**config.mk**
```make
export PLATFORM = sky130hd
export DESIGN_NAME = lzsd_ctrl
export DESIGN_NICKNAME = d
export VERILOG_FILES = /design/src/hdl/lzsd_pkg.sv /design/src/hdl/lzsd_ctrl.sv
export SDC_FILE = /design/constraint.sdc
export NUM_CORES = 1
export LEC_CHECK = 0
export CAP_MARGIN = 0
export CORE_UTILIZATION = 30
export CTS_CLUSTER_SIZE = 10
export DETAILED_ROUTE_END_ITERATION = 16
export DONT_BUFFER_PORTS = 1
export PLACE_DENSITY_LB_ADDON = 0.12
export SYNTH_ARGS = -nofsm -noshare
export SYNTH_HDL_FRONTEND = slang
export SYNTH_SLANG_ARGS = --single-unit
export TNS_END_PERCENT = 100
```
**constraint.sdc**
```tcl
create_clock -name clk -period 3.6 [get_ports clk]
set_clock_uncertainty 0.15 [all_clocks]
set_input_delay 0.18 -clock clk [delete_from_list [all_inputs] [get_ports clk]]
set_output_delay 0.18 -clock clk [all_outputs]
set_load 0.01 [all_outputs]
```
**src/hdl/lzsd_pkg.sv**
```systemverilog
`default_nettype none
package lzsd_pkg;

	localparam int HIST_DEPTH = 4096;
	localparam int BYTE_W     = 8;
	localparam int COUNT_W    = 16;
	localparam int DIST_W     = 12;
	localparam int LEN_W      = 5;
	localparam int STATUS_W   = 2;
	localparam int HDR_W      = 3;
	localparam int FBI_W      = 4;

	localparam logic [STATUS_W-1:0] ST_OK        = 2'd0;
	localparam logic [STATUS_W-1:0] ST_SHORT_HDR = 2'd1;
	localparam logic [STATUS_W-1:0] ST_BAD_DIST  = 2'd2;
	localparam logic [STATUS_W-1:0] ST_TRUNC     = 2'd3;

	// commands from controller to datapath
	typedef struct packed {
		logic consume;    // input item accepted
		logic rd;         // issue history read for the next copy byte
		logic emit_copy;  // copy byte ready: write history, load result
		logic emit_end;   // load end result and clear stream state
	} cmd_t;

	// status from datapath to controller
	typedef struct packed {
		logic is_lit;     // current input is a literal
		logic is_match;   // current input completes a valid token
		logic more;       // another copy byte follows the current one
		logic last_q;     // accepted item carried the stream end
	} stat_t;

endpackage
`default_nettype wire

```
**src/hdl/lzsd_ctrl.sv**
```systemverilog
`default_nettype none
module lzsd_ctrl
	import lzsd_pkg::*;
(
	input  wire logic  clk,
	input  wire logic  arst_n,
	input  wire logic  in_valid,
	input  wire logic  in_last,
	output      logic  in_ready,
	output      logic  out_valid,
	input  wire logic  out_ready,
	input  wire stat_t st,
	output      cmd_t  cmd
);

	typedef enum logic [3:0] {
		S_IDLE = 4'b0001,
		S_RD   = 4'b0010,
		S_WR   = 4'b0100,
		S_END  = 4'b1000
	} state_t;

	state_t state_q;
	state_t state_d;
	logic   out_valid_q;
	logic   out_free;
	logic   fire;
	logic   load;

	assign out_free  = !out_valid_q || out_ready;
	assign in_ready  = (state_q == S_IDLE) && out_free;
	assign fire      = in_valid && in_ready;
	assign out_valid = out_valid_q;

	always_comb begin
		state_d       = state_q;
		cmd           = '0;
		load          = 1'b0;
		unique case (state_q)
			S_IDLE: begin
				if (fire) begin
					cmd.consume = 1'b1;
					load        = st.is_lit;
					if (st.is_match) begin
						state_d = S_RD;
					end else if (in_last) begin
						state_d = S_END;
					end
				end
			end
			S_RD: begin
				cmd.rd  = 1'b1;
				state_d = S_WR;
			end
			S_WR: begin
				if (out_free) begin
					cmd.emit_copy = 1'b1;
					load          = 1'b1;
					if (st.more) begin
						state_d = S_RD;
					end else if (st.last_q) begin
						state_d = S_END;
					end else begin
						state_d = S_IDLE;
					end
				end
			end
			S_END: begin
				if (out_free) begin
					cmd.emit_end = 1'b1;
					load         = 1'b1;
					state_d      = S_IDLE;
				end
			end
			default: begin
				state_d = S_IDLE;
			end
		endcase
	end

	always_ff @(posedge clk or negedge arst_n) begin
		if (!arst_n) begin
			state_q     <= S_IDLE;
			out_valid_q <= 1'b0;
		end else begin
			state_q <= state_d;
			if (load) begin
				out_valid_q <= 1'b1;
			end else if (out_ready) begin
				out_valid_q <= 1'b0;
			end
		end
	end

endmodule
`default_nettype wire

```
==> results of run 1 <==
[worst max-delay path by stage]
stage | endpoint | cells after the start | from | slack (ns)
3_3_place_gp | state_q[3] | 4 | out_valid | 1.52
5_1_grt | state_q[3] | 4 | out_valid | 1.32
3_5_place_dp | state_q[3] | 4 | out_valid | 1.46
2_1_floorplan | state_q[3] | 5 | state_q[0] | 1.73
4_1_cts | state_q[3] | 4 | out_valid | 1.46
6_report | state_q[3] | 4 | out_valid | 1.42
[flip-flops by register name (all words and copies together), names as in the netlist]
register   flops
out_valid      1
state_q        4
[logic make-up (layout without fill, tap and decap cells)]
family / after synthesis / after routing
AND/OR/NAND/NOR: 24 / 24
AO/OA/AOI/OAI: 10 / 10
buffers and inverters: 6 / 8
multiplexers: 1 / 1
XOR/XNOR: 2 / 2
flip-flops: 5 / 5
[final cells by class]
| class | count | area, um^2 |
|---|---|---|
| fill | 134 | 729.5 |
| tap | 14 | 17.52 |
| clock buffer | 4 | 26.28 |
| multi-input combinational | 37 | 237.7 |
| sequential | 5 | 126.4 |
| inverter | 1 | 3.754 |
| timing repair buffer | 3 | 30.03 |
[where the power goes]
group / switching, mW / total, mW / internal [mW]
Combinational: 0.0881 / 0.167 / 0.0784
Clock: 0.0209 / 0.0626 / 0.0418
Sequential: 0.0461 / 0.129 / 0.0830
Total: 0.155 / 0.358 / 0.203
[worst max-delay path: cells and delay by family (launching register included)]
| kind | cells | cell delay [ns] |
|---|---|---|
| mux | 1 | 0.31 |
| simple gates | 2 | 0.91 |
| flops | 1 | 0.39 |
| compound gates | 1 | 0.31 |
[stage by stage]
stage               setup WS, ns  total power, mW  area, um^2
global route               1.317           0.3896       441.7
CTS                        1.457           0.3608       441.7
finish                     1.417           0.3582       441.7
detailed placement         1.464           0.2897       385.4
floorplan                  1.727           0.2683       400.4
global placement           1.517           0.2887       385.4
[routing by layer]
layer	global-route usage [%]	vias up	wire length (um)
li1	-	172	-
met1	18.71	172	401
met2	25.00	12	470
met3	3.488	0	63
met4	12.93	0	0
met5	0	-	0
[layout by cell type, fill, tap and decap left out, types with 2 or more instances in the layout]
| cell | synthesis | layout |
|---|---|---|
| a21oi_1 | 3 | 3 |
| and2b_1 | 2 | 2 |
| clkbuf_4 | 0 | 3 |
| dfrtp_1 | 4 | 4 |
| dlygate4sd3_1 | 0 | 3 |
| nand2_1 | 4 | 4 |
| nand2b_1 | 2 | 2 |
| nand3b_1 | 2 | 2 |
| nor2_1 | 5 | 5 |
| nor2b_1 | 2 | 2 |
| o21ai_0 | 2 | 2 |
| xor2_1 | 2 | 2 |
[timing repair]
action | CTS | global route
hold buffers | 3 | 0
endpoints found under the hold margin | 6 | 0
buffers inserted | 0 | 0
==> summary.txt, run 1 <==
Outcome
  • Status: completed

Setup path
  • CP Max Fanout: 8
  • Cell at the slowest stage of the critical path: nor2b_1
  • Req. time, crit path: 3.57 ns
  • R2R depth: 4
  • Crit path kind: reg -> reg
  • CP max stage delay: 0.49 ns
  • CP Data Arrival Time: 2.15 ns
  • R2r endpoint: state_q[3]
  • Type of origin of the critical path: flip-flop
  • CP endpoint kind: flip-flop
  • Critical Path, Cell by Cell: nor2b_1 -> or3b_1 -> a211o_1 -> mux2_4
  • Flop2flop setup slack: 1.42 ns
  • RR Startpoint: out_valid

Clock network
  • Clock root buffer: clkbuf_4
  • CTS Buffer Depth: 2
  • CTS buffer count: 3
  • Htree depth: 1
  • Clock sink count: 5
  • Number of gates resized after CTS: 0
  • TritonCTS clock tree: yes
  • Worst-Skew Late Latency: ~0.23 ns
  • CTS clock-pin slew for the worst setup and hold paths: 0.04 ns

Die
  • Die height: 38.53 um
  • # rows: 12
  • IO Count: 15
  • Initial Util: 34.19%
  • Die X: 38.53 um
  • Die ar.: 0.001485 mm^2
  • Core Area: 0.001171 mm^2

Place
  • Final HPWL DP: approximately 680 um
  • Inst Count DP: 57
  • Gpl congestion: 0.7990
  • Port-buffer cells: 0

Min path
  • Hold path start: st[2]
  • Hold Path End: state_q[1]
  • Hold depth: 3
  • Worst hold path class: in -> reg

Logic synthesis
  • Top FF cell, synth: dfrtp_1
  • EDFF count, synth: 0
  • Mux share of post-synthesis cell area: 3.750%
  • YS warnings: 0
  • Sequential area share after synthesis: a little under a third
  • Compound-cell area share of the yosys netlist: 16.56%
  • Area leader, netlist: dfrtp_1
  • Net Count, Synth: 57
  • Cell with the most instances after synthesis: nor2_1
  • Xor and xnor area share after synthesis: between 4 and 5%
  • Avg Cell Area, Syn: 8.341 um^2
  • Post-synthesis cell count: 48
  • Synth Area in Simple Gates: 34.69%
  • Seq cells post-synth: 5
  • Synth top area share: 25.00%
  • Largest family of logic cells by synthesized area: simple AND/OR/NAND/NOR gates
  • Unique masters post-synth: 29
  • Synth top cells by count: nor2_1 (5), dfrtp_1 (4), nand2_1 (4), a21oi_1 (3)
  • Ranking of synthesized cells by area: dfrtp_1 (25%), dfstp_2 (6.6%), nor2_1 (4.7%)
  • Ys async rst share: 100.0%
  • Share of synthesized cell area in full adder, half adder and majority cells: 0%
  • Post-synthesis instance area: ~400 um^2

Routing
  • Via count: about 360
  • First-pass DRT Iterations: 3
  • DRC Markers: 0
  • ANT nets after route: 0
  • Final WL: 935 um
  • Initial DRC count: 1
  • Vias/cell: 5.563
  • WL per Instance: 14.61 um

Global routing
  • Initial antenna violation count: 0
  • Remaining Overflow, GRT: 0
  • Largest net degree at the start of global routing: 11
  • GRT Resource Usage Total: 16.10%
  • Wire length of the first global-routing pass: 1.566 mm
  • Vias in the first global route: 393

Cells and area
  • Final core occ: 37.71%
  • Layout area overhead: 10.31%
  • Final layout net count: 60
  • Ant diodes: 0
  • Final std cells w/o fill: 64
  • Layout cell share with drive strength beyond 1: 10.00%

STA
  • Worst-Margin Slew: 0.5448 ns
  • Final critical-path required period: between 2 and 2.5 ns
  • Unrepaired setup endpoints after global routing: false
  • Endpoints failing hold: 0
  • Max-slew violations: 0
  • Setup TNS: 0 ns
  • Fin Hold WS: 0.07579 ns
  • Period utilization: 60.63%
  • Upper clock frequency limit: 0.4582 GHz
  • Rel. slew slack: 63.61%
  • Setup violators final: 0

Job
  • Max-cap violations: 0

Power
  • Pleak: ~0.19 nW
  • PD cells: 811.0 mW/mm^2
  • Worst IR drop on VDD: 0.2828 mV
Power figures use the tool's default switching activity.
==> inputs of run 2 (changes only) <==
==> constraint.sdc (replaced) <==
create_clock -name clk -period 1.95 [get_ports clk]
set_clock_uncertainty 0.15 [all_clocks]
set_input_delay 0.0975 -clock clk [delete_from_list [all_inputs] [get_ports clk]]
set_output_delay 0.0975 -clock clk [all_outputs]
set_load 0.01 [all_outputs]
==> summary.txt, run 2 (same netlist as run 1, synthesis figures left out) <==
Cells and area
  • Multi-input logic area: 237.7 um^2 (unchanged)
  • Layout cell share with drive strength beyond 1: 16.07% (+6.1 points)
  • Ant diodes: 0 (unchanged)
  • Register area: 126.4 um^2 (unchanged)
  • Commonest cells after routing, fill and taps aside: nor2_1 (5), dlygate4sd3_1 (5), nand2_1 (4), dfrtp_1 (4), buf_4 (4)
  • Layout fillers: 141 (+5.2%)
  • Final layout net count: 66 (+10%)
  • Largest Register: state_q
  • Largest register FFs: 4 (unchanged)
  • Final std cells w/o fill: 70 (+9.4%)
  • Layout area overhead: 22.81%

Setup path
  • CP Data Arrival Time: 1.59 ns (-0.56 ns)
  • Crit path max-delay family: simple AND/OR/NAND/NOR gates
  • Type of origin of the critical path: flip-flop
  • CP Max Fanout: 9 (+1)
  • Critical path launch point: state_q[0]
  • Cell at the slowest stage of the critical path: dfstp_2
  • CP endpoint kind: output pin
  • Crit path buf inv count: 0 (unchanged)
  • Req. time, crit path: 1.70 ns (-1.87 ns)
  • RR Startpoint: state_q[0]
  • Crit path kind: reg -> out
  • Critical Path, Cell by Cell: and2b_1 -> nand2_1 -> nor2_1 -> and2_1
  • CP max stage delay: 0.61 ns (+0.12 ns)

Routing
  • Initial DRC count: 7 (+6)
  • Via count: 388 (+9.0%)
  • Vias/cell: 5.543 (-0.35%)
  • WL per Instance: 14.84 um (+1.6%)
  • DRC Markers: 0 (unchanged)
  • Final WL: 1.039 mm (+11%)
  • ANT nets after route: 0 (unchanged)
  • First-pass DRT Iterations: 4 (+1)

Die
  • Core Area: 0.001171 mm^2 (unchanged)
  • # rows: 12 (unchanged)
  • Die X: 38.53 um (unchanged)
  • Die height: 38.53 um (unchanged)
  • Initial Util: 34.19% (unchanged)
  • Die ar.: 0.001485 mm^2 (unchanged)
  • IO Count: 15 (unchanged)

Power
  • Pleak: 0.2232 nW (+16%)
  • PD cells: 1469 mW/mm^2 (+81%)
  • Worst IR drop on VDD: 0.4481 mV (+58%)

STA
  • Setup TNS: 0 ns (unchanged)
  • Rel. slew slack: 62.75% (-0.86 points)
  • Final critical-path required period: 1.841 ns
  • Period utilization: roughly 94%
  • Endpoints failing hold: 0 (unchanged)
  • Unrepaired setup endpoints after global routing: false
  • Upper clock frequency limit: 0.5432 GHz
  • Max-slew violations: 0 (unchanged)
  • Worst-Margin Slew: 0.5537 ns (+0.008859 ns)
  • Setup violators final: 0 (unchanged)

Clock network
  • Htree depth: 1 (unchanged)
  • Worst-Skew Late Latency: 0.24 ns (about the same)
  • CTS buffer count: 3 (unchanged)
  • Number of gates resized after CTS: 0 (unchanged)
  • Clock root buffer: clkbuf_4
  • TritonCTS clock tree: yes
  • CTS Buffer Depth: 2 (unchanged)
  • Clock sink count: 5 (unchanged)
  • CTS clock-pin slew for the worst setup and hold paths: 0.05 ns (about the same)

Global routing
  • Remaining Overflow, GRT: 0 (unchanged)
  • GRT Resource Usage Total: 17.35% (+1.2 points)
  • Largest net degree at the start of global routing: 10 (-1)
  • Vias in the first global route: 403 (+2.5%)
  • Wire length of the first global-routing pass: 1.745 mm (+11%)
  • Initial antenna violation count: 0 (unchanged)

Min path
  • Worst hold path class: in -> async

Place
  • Inst Count DP: 61 (+7.0%)
  • Port-buffer cells: 0 (unchanged)
  • Gpl congestion: 0.8253 (+3.3%)
  • Final HPWL DP: 761.8 um (+11%)

Outcome
  • Status: completed

Job
  • Max-cap violations: 0 (unchanged)
## run 2: cell count changes in the layout (fill, tap and decap cells not counted)
cell	change
buf_4	+4
dlygate4sd3_1	+2
## run 2: path summary, 6_finish.rpt
kind                                    to  slack (ns)  cells past startpoint
worst max-delay path                cmd[3]        0.11                      4
worst min-delay path            state_q[1]       0.005                      1
worst max register to register  state_q[3]        0.14                      4
worst min register to register  state_q[2]        0.47                      2
max in group asynchronous       state_q[0]        1.38                      1
min in group clk                state_q[0]        0.01                      3
## run 2: final cells by class
| cell class | instances | share of cell area, % |
|---|---|---|
| repair buffers | 9 | 16.28 |
| clock buffers | 4 | 5.344 |
| multi-input cells | 37 | 48.35 |
| flip-flops and latches | 5 | 25.70 |
| well taps | 14 | 3.562 |
| inverters | 1 | 0.7634 |
## run 2: report_power, final
part | switching, mW | internal [mW] | leakage [nW]
sequential | 0.0560 | 0.153 | 0.0635
clock | 0.0457 | 0.0776 | 0.0150
combinational | 0.205 | 0.185 | 0.145
## run 2: routing by layer
layer / share of wire [%] / wire length (um) / global-route usage (%) / up-vias
li1: - / - / - / 183
met1: 42 / 435 / 20.57 / 183
met2: 49 / 510 / 29.58 / 22
met3: 9.0 / 93 / 3.488 / 0
met4: 0 / 0 / 7.759 / 0
met5: 0 / 0 / 0 / -
## run 2: timing repair
| action | in CTS | in global routing |
|---|---|---|
| setup buffers | 0 | 0 |
| hold buffers | 5 | 0 |
| hold endpoints to repair | 7 | 0 |
## run 2: worst reg2reg max path: cells and delay by family (launching register included)
kind	cells	cell delay (ns)
flops	1	0.61
compound gates	2	0.44
mux	1	0.31
simple gates	1	0.19
## run 2: per-stage QoR
stage                     power, mW  util (%)  hold WS [ns]  setup WS (ns)  instance area, um^2
after global routing         0.7748     41.99       0.02613      0.0003728                491.7
final                        0.7223     41.99      0.005199         0.1090                491.7
after detailed placement     0.5795     35.47       -0.3479         0.1745                415.4
after floorplan              0.4953         -       -0.3481        0.07680                400.4
after CTS                    0.7195     41.99      0.009461         0.1124                491.7
after global placement       0.5705     35.47       -0.3480         0.1629                415.4
==> inputs of run 3 (changes only) <==
--- a/config.mk
+++ b/config.mk
@@ -5,6 +5,7 @@
 export SDC_FILE = /design/constraint.sdc
 export NUM_CORES = 1
 export LEC_CHECK = 0
+export ABC_AREA = 1
 export CAP_MARGIN = 0
 export CORE_UTILIZATION = 30
 export CTS_CLUSTER_SIZE = 10
==> summary.txt, run 3 <==
Logic synthesis
  • Area leader, netlist: dfrtp_1
  • Top FF cell, synth: dfrtp_1
  • Net Count, Synth: 69 (+21%)
  • Ys async rst share: 100.0% (unchanged)
  • EDFF count, synth: 0 (unchanged)
  • Unique masters post-synth: 16 (-45%)
  • Seq cells post-synth: 5 (unchanged)
  • Cell with the most instances after synthesis: inv_1
  • Ranking of synthesized cells by area: dfrtp_1 (25%), inv_1 (12%), nand2_1 (9.3%)
  • Sequential area share after synthesis: 31.37% (-0.20 points)
  • YS warnings: 0 (unchanged)
  • Avg Cell Area, Syn: 6.715 um^2 (-20%)
  • Synth top cells by count: inv_1 (13), nand2_1 (10), nand3_1 (6), nor2_2 (6), nor2_1 (5)
  • Post-synthesis cell count: 60 (+25%)
  • Post-synthesis instance area: 402.9 um^2 (+0.62%)
  • Synth top area share: 24.84% (-0.16 points)

Routing
  • ANT nets after route: 0 (unchanged)
  • Initial DRC count: 7 (unchanged)
  • Vias/cell: 4.598 (-17%)
  • Via count: 400 (+3.1%)
  • DRC Markers: 0 (unchanged)
  • Final WL: 882 um (-15%)
  • WL per Instance: 10.14 um (-32%)
  • First-pass DRT Iterations: 2 (-2)

STA
  • Max-slew violations: 0 (unchanged)
  • Unrepaired setup endpoints after global routing: false
  • Setup violators final: 0 (unchanged)
  • Period utilization: 85.87% (-8.5 points)
  • Post-route setup slack: 0.2756 ns (+0.1666 ns)
  • Rel. slew slack: 81.71% (+19 points)
  • Upper clock frequency limit: 0.5972 GHz (+9.9%)
  • Endpoints failing hold: 0 (unchanged)
  • Final critical-path required period: 1.674 ns (-0.1666 ns)
  • Worst-Margin Slew: 0.2728 ns (-0.2808 ns)
  • Setup TNS: 0 ns (unchanged)

Job
  • Max-cap violations: 0 (unchanged)

Setup path
  • CP endpoint kind: output pin
  • CP Max Fanout: 4 (-5)
  • Crit path kind: reg -> out
  • Type of origin of the critical path: flip-flop
  • CP Data Arrival Time: 1.43 ns (-0.16 ns)
  • Req. time, crit path: 1.70 ns (about the same)

Place
  • Worst slack, placed: 0.5086 ns (+0.3341 ns)
  • Inst Count DP: 73 (+20%)
  • Gpl congestion: 0.7420 (-10%)
  • Port-buffer cells: 0 (unchanged)
  • Final HPWL DP: 695.4 um (-8.7%)
  • Area after DPL: 412.9 um^2 (-0.60%)

Die
  • # rows: 12 (unchanged)
  • Die ar.: 0.001493 mm^2 (+0.60%)
  • IO Count: 15 (unchanged)
  • Initial Util: 34.40% (+0.21 points)
  • Core Area: 0.001171 mm^2 (unchanged)
  • Die X: 38.65 um (+0.30%)
  • Die height: 38.65 um (+0.30%)

Cells and area
  • Layout area overhead: 35.09%
  • Layout cell share with drive strength beyond 1: 28.77% (+13 points)
  • Commonest cells after routing, fill and taps aside: inv_1 (12), nand2_1 (10), dlygate4sd3_1 (8)
  • Final layout net count: 83 (+26%)
  • Final core occ: 46.47% (+4.5 points)
  • Layout fillers: 131 (-7.1%)
  • Ant diodes: 0 (unchanged)
  • Commonest non-fill, non-tap cell in the layout: inv_1
  • Design area: 544.3 um^2 (+11%)
  • Largest register FFs: 4 (unchanged)
  • Largest Register: state_q
  • Final std cells w/o fill: 87 (+24%)

Global routing
  • Remaining Overflow, GRT: 0 (unchanged)
  • Vias in the first global route: 364 (-9.7%)
  • Initial antenna violation count: 0 (unchanged)
  • Largest net degree at the start of global routing: 9 (-1)
  • GRT Resource Usage Total: 14.99% (-2.4 points)
  • Wire length of the first global-routing pass: 1.428 mm (-18%)

Clock network
  • Htree depth: 1 (unchanged)
  • CTS clock-pin slew for the worst setup and hold paths: 0.04 ns (about the same)
  • Clock sink count: 5 (unchanged)
  • Worst-Skew Late Latency: 0.25 ns (about the same)
  • TritonCTS clock tree: yes
  • CTS Buffer Depth: 2 (unchanged)
  • CTS buffer count: 3 (unchanged)
  • Clock root buffer: clkbuf_4

Power
  • PD cells: 1432 mW/mm^2 (-2.5%)
  • Pleak: 0.2816 nW (+26%)
  • Worst IR drop on VDD: 0.9190 mV (+110%)

Min path
  • Worst hold path class: in -> reg

Outcome
  • Status: completed
## run 3: cell count changes in the layout (fill, tap and decap cells not counted), sizes merged, moves of 3 or more
cell | before | now
inv | 1 | 13
nand3 | 0 | 7
nor2 | 5 | 12
nand2 | 4 | 14
dlygate4sd3 | 5 | 8
## run 3: per-layer routing
metal	GRT usage [%]	part of all wire [%]	up-vias
li1	-	-	207
met1	19.65	45	180
met2	20.00	46	13
met3	10.40	9.1	0
met4	2.586	0	0
met5	0	0	-
## run 3: metrics by stage
step	hold WS [ns]	power, mW
global placement	-0.3479	0.5768
global route	0.03271	0.8562
finish	0.009413	0.7796
detailed placement	-0.3479	0.5794
floorplan	-0.3481	0.5149
CTS	0.01045	0.7307
## run 3: area by class of cell
type / instances / area, um^2 / share of cell area, %
Tap cell: 14 / 17.52 / 3.218
Timing Repair Buffer: 10 / 95.09 / 17.47
Clock buffer: 4 / 26.28 / 4.828
Sequential cell: 5 / 126.4 / 23.22
Inverter: 13 / 48.80 / 8.966
Multi-Input combinational cell: 41 / 230.2 / 42.30
## run 3: cells by family after synthesis
group                  after synthesis  share of synthesized area (%)
AND/OR/NAND/NOR                     35                          46.28
buffers and inverters               14                          13.98
flip-flops                           5                          31.37
AO/OA/AOI/OAI                        6                          8.384
## run 3: power breakdown
| part | leakage, nW | switching [mW] | internal [mW] |
|---|---|---|---|
| combinational | 0.203 | 0.269 | 0.173 |
| clock | 0.0150 | 0.0462 | 0.0776 |
| sequential | 0.0638 | 0.0578 | 0.156 |
| total | 0.282 | 0.373 | 0.407 |
## run 3: repair_timing
action / in CTS / in global routing
setup buffers: 0 / 2
setup endpoints to repair: 0 / 1
gates resized for setup: 0 / 3
hold endpoints to repair: 10 / 1
hold buffers: 8 / 1
## run 3: critical path, cell delays in order, from the launching register on
cell,delay [ns]
dfstp_2,0.57
inv_2,0.06
nor2_4,0.10
nand2_2,0.08
buf_4,0.15
nor3_2,0.21
## run 3: path summary, 6_finish.rpt
kind | from | endpoint | slack [ns] | cells after the start
setup / recovery | state_q[0] | cmd[3] | 0.28 | 5
hold reg to reg | state_q[0] | state_q[0] | 0.37 | 2
min in group asynchronous | arst_n | state_q[2] | 0.52 | 2
max in group asynchronous | arst_n | state_q[0] | 0.87 | 2
setup reg to reg | state_q[0] | out_valid | 0.37 | 7
hold / removal | st[0] | state_q[3] | 0.009 | 4
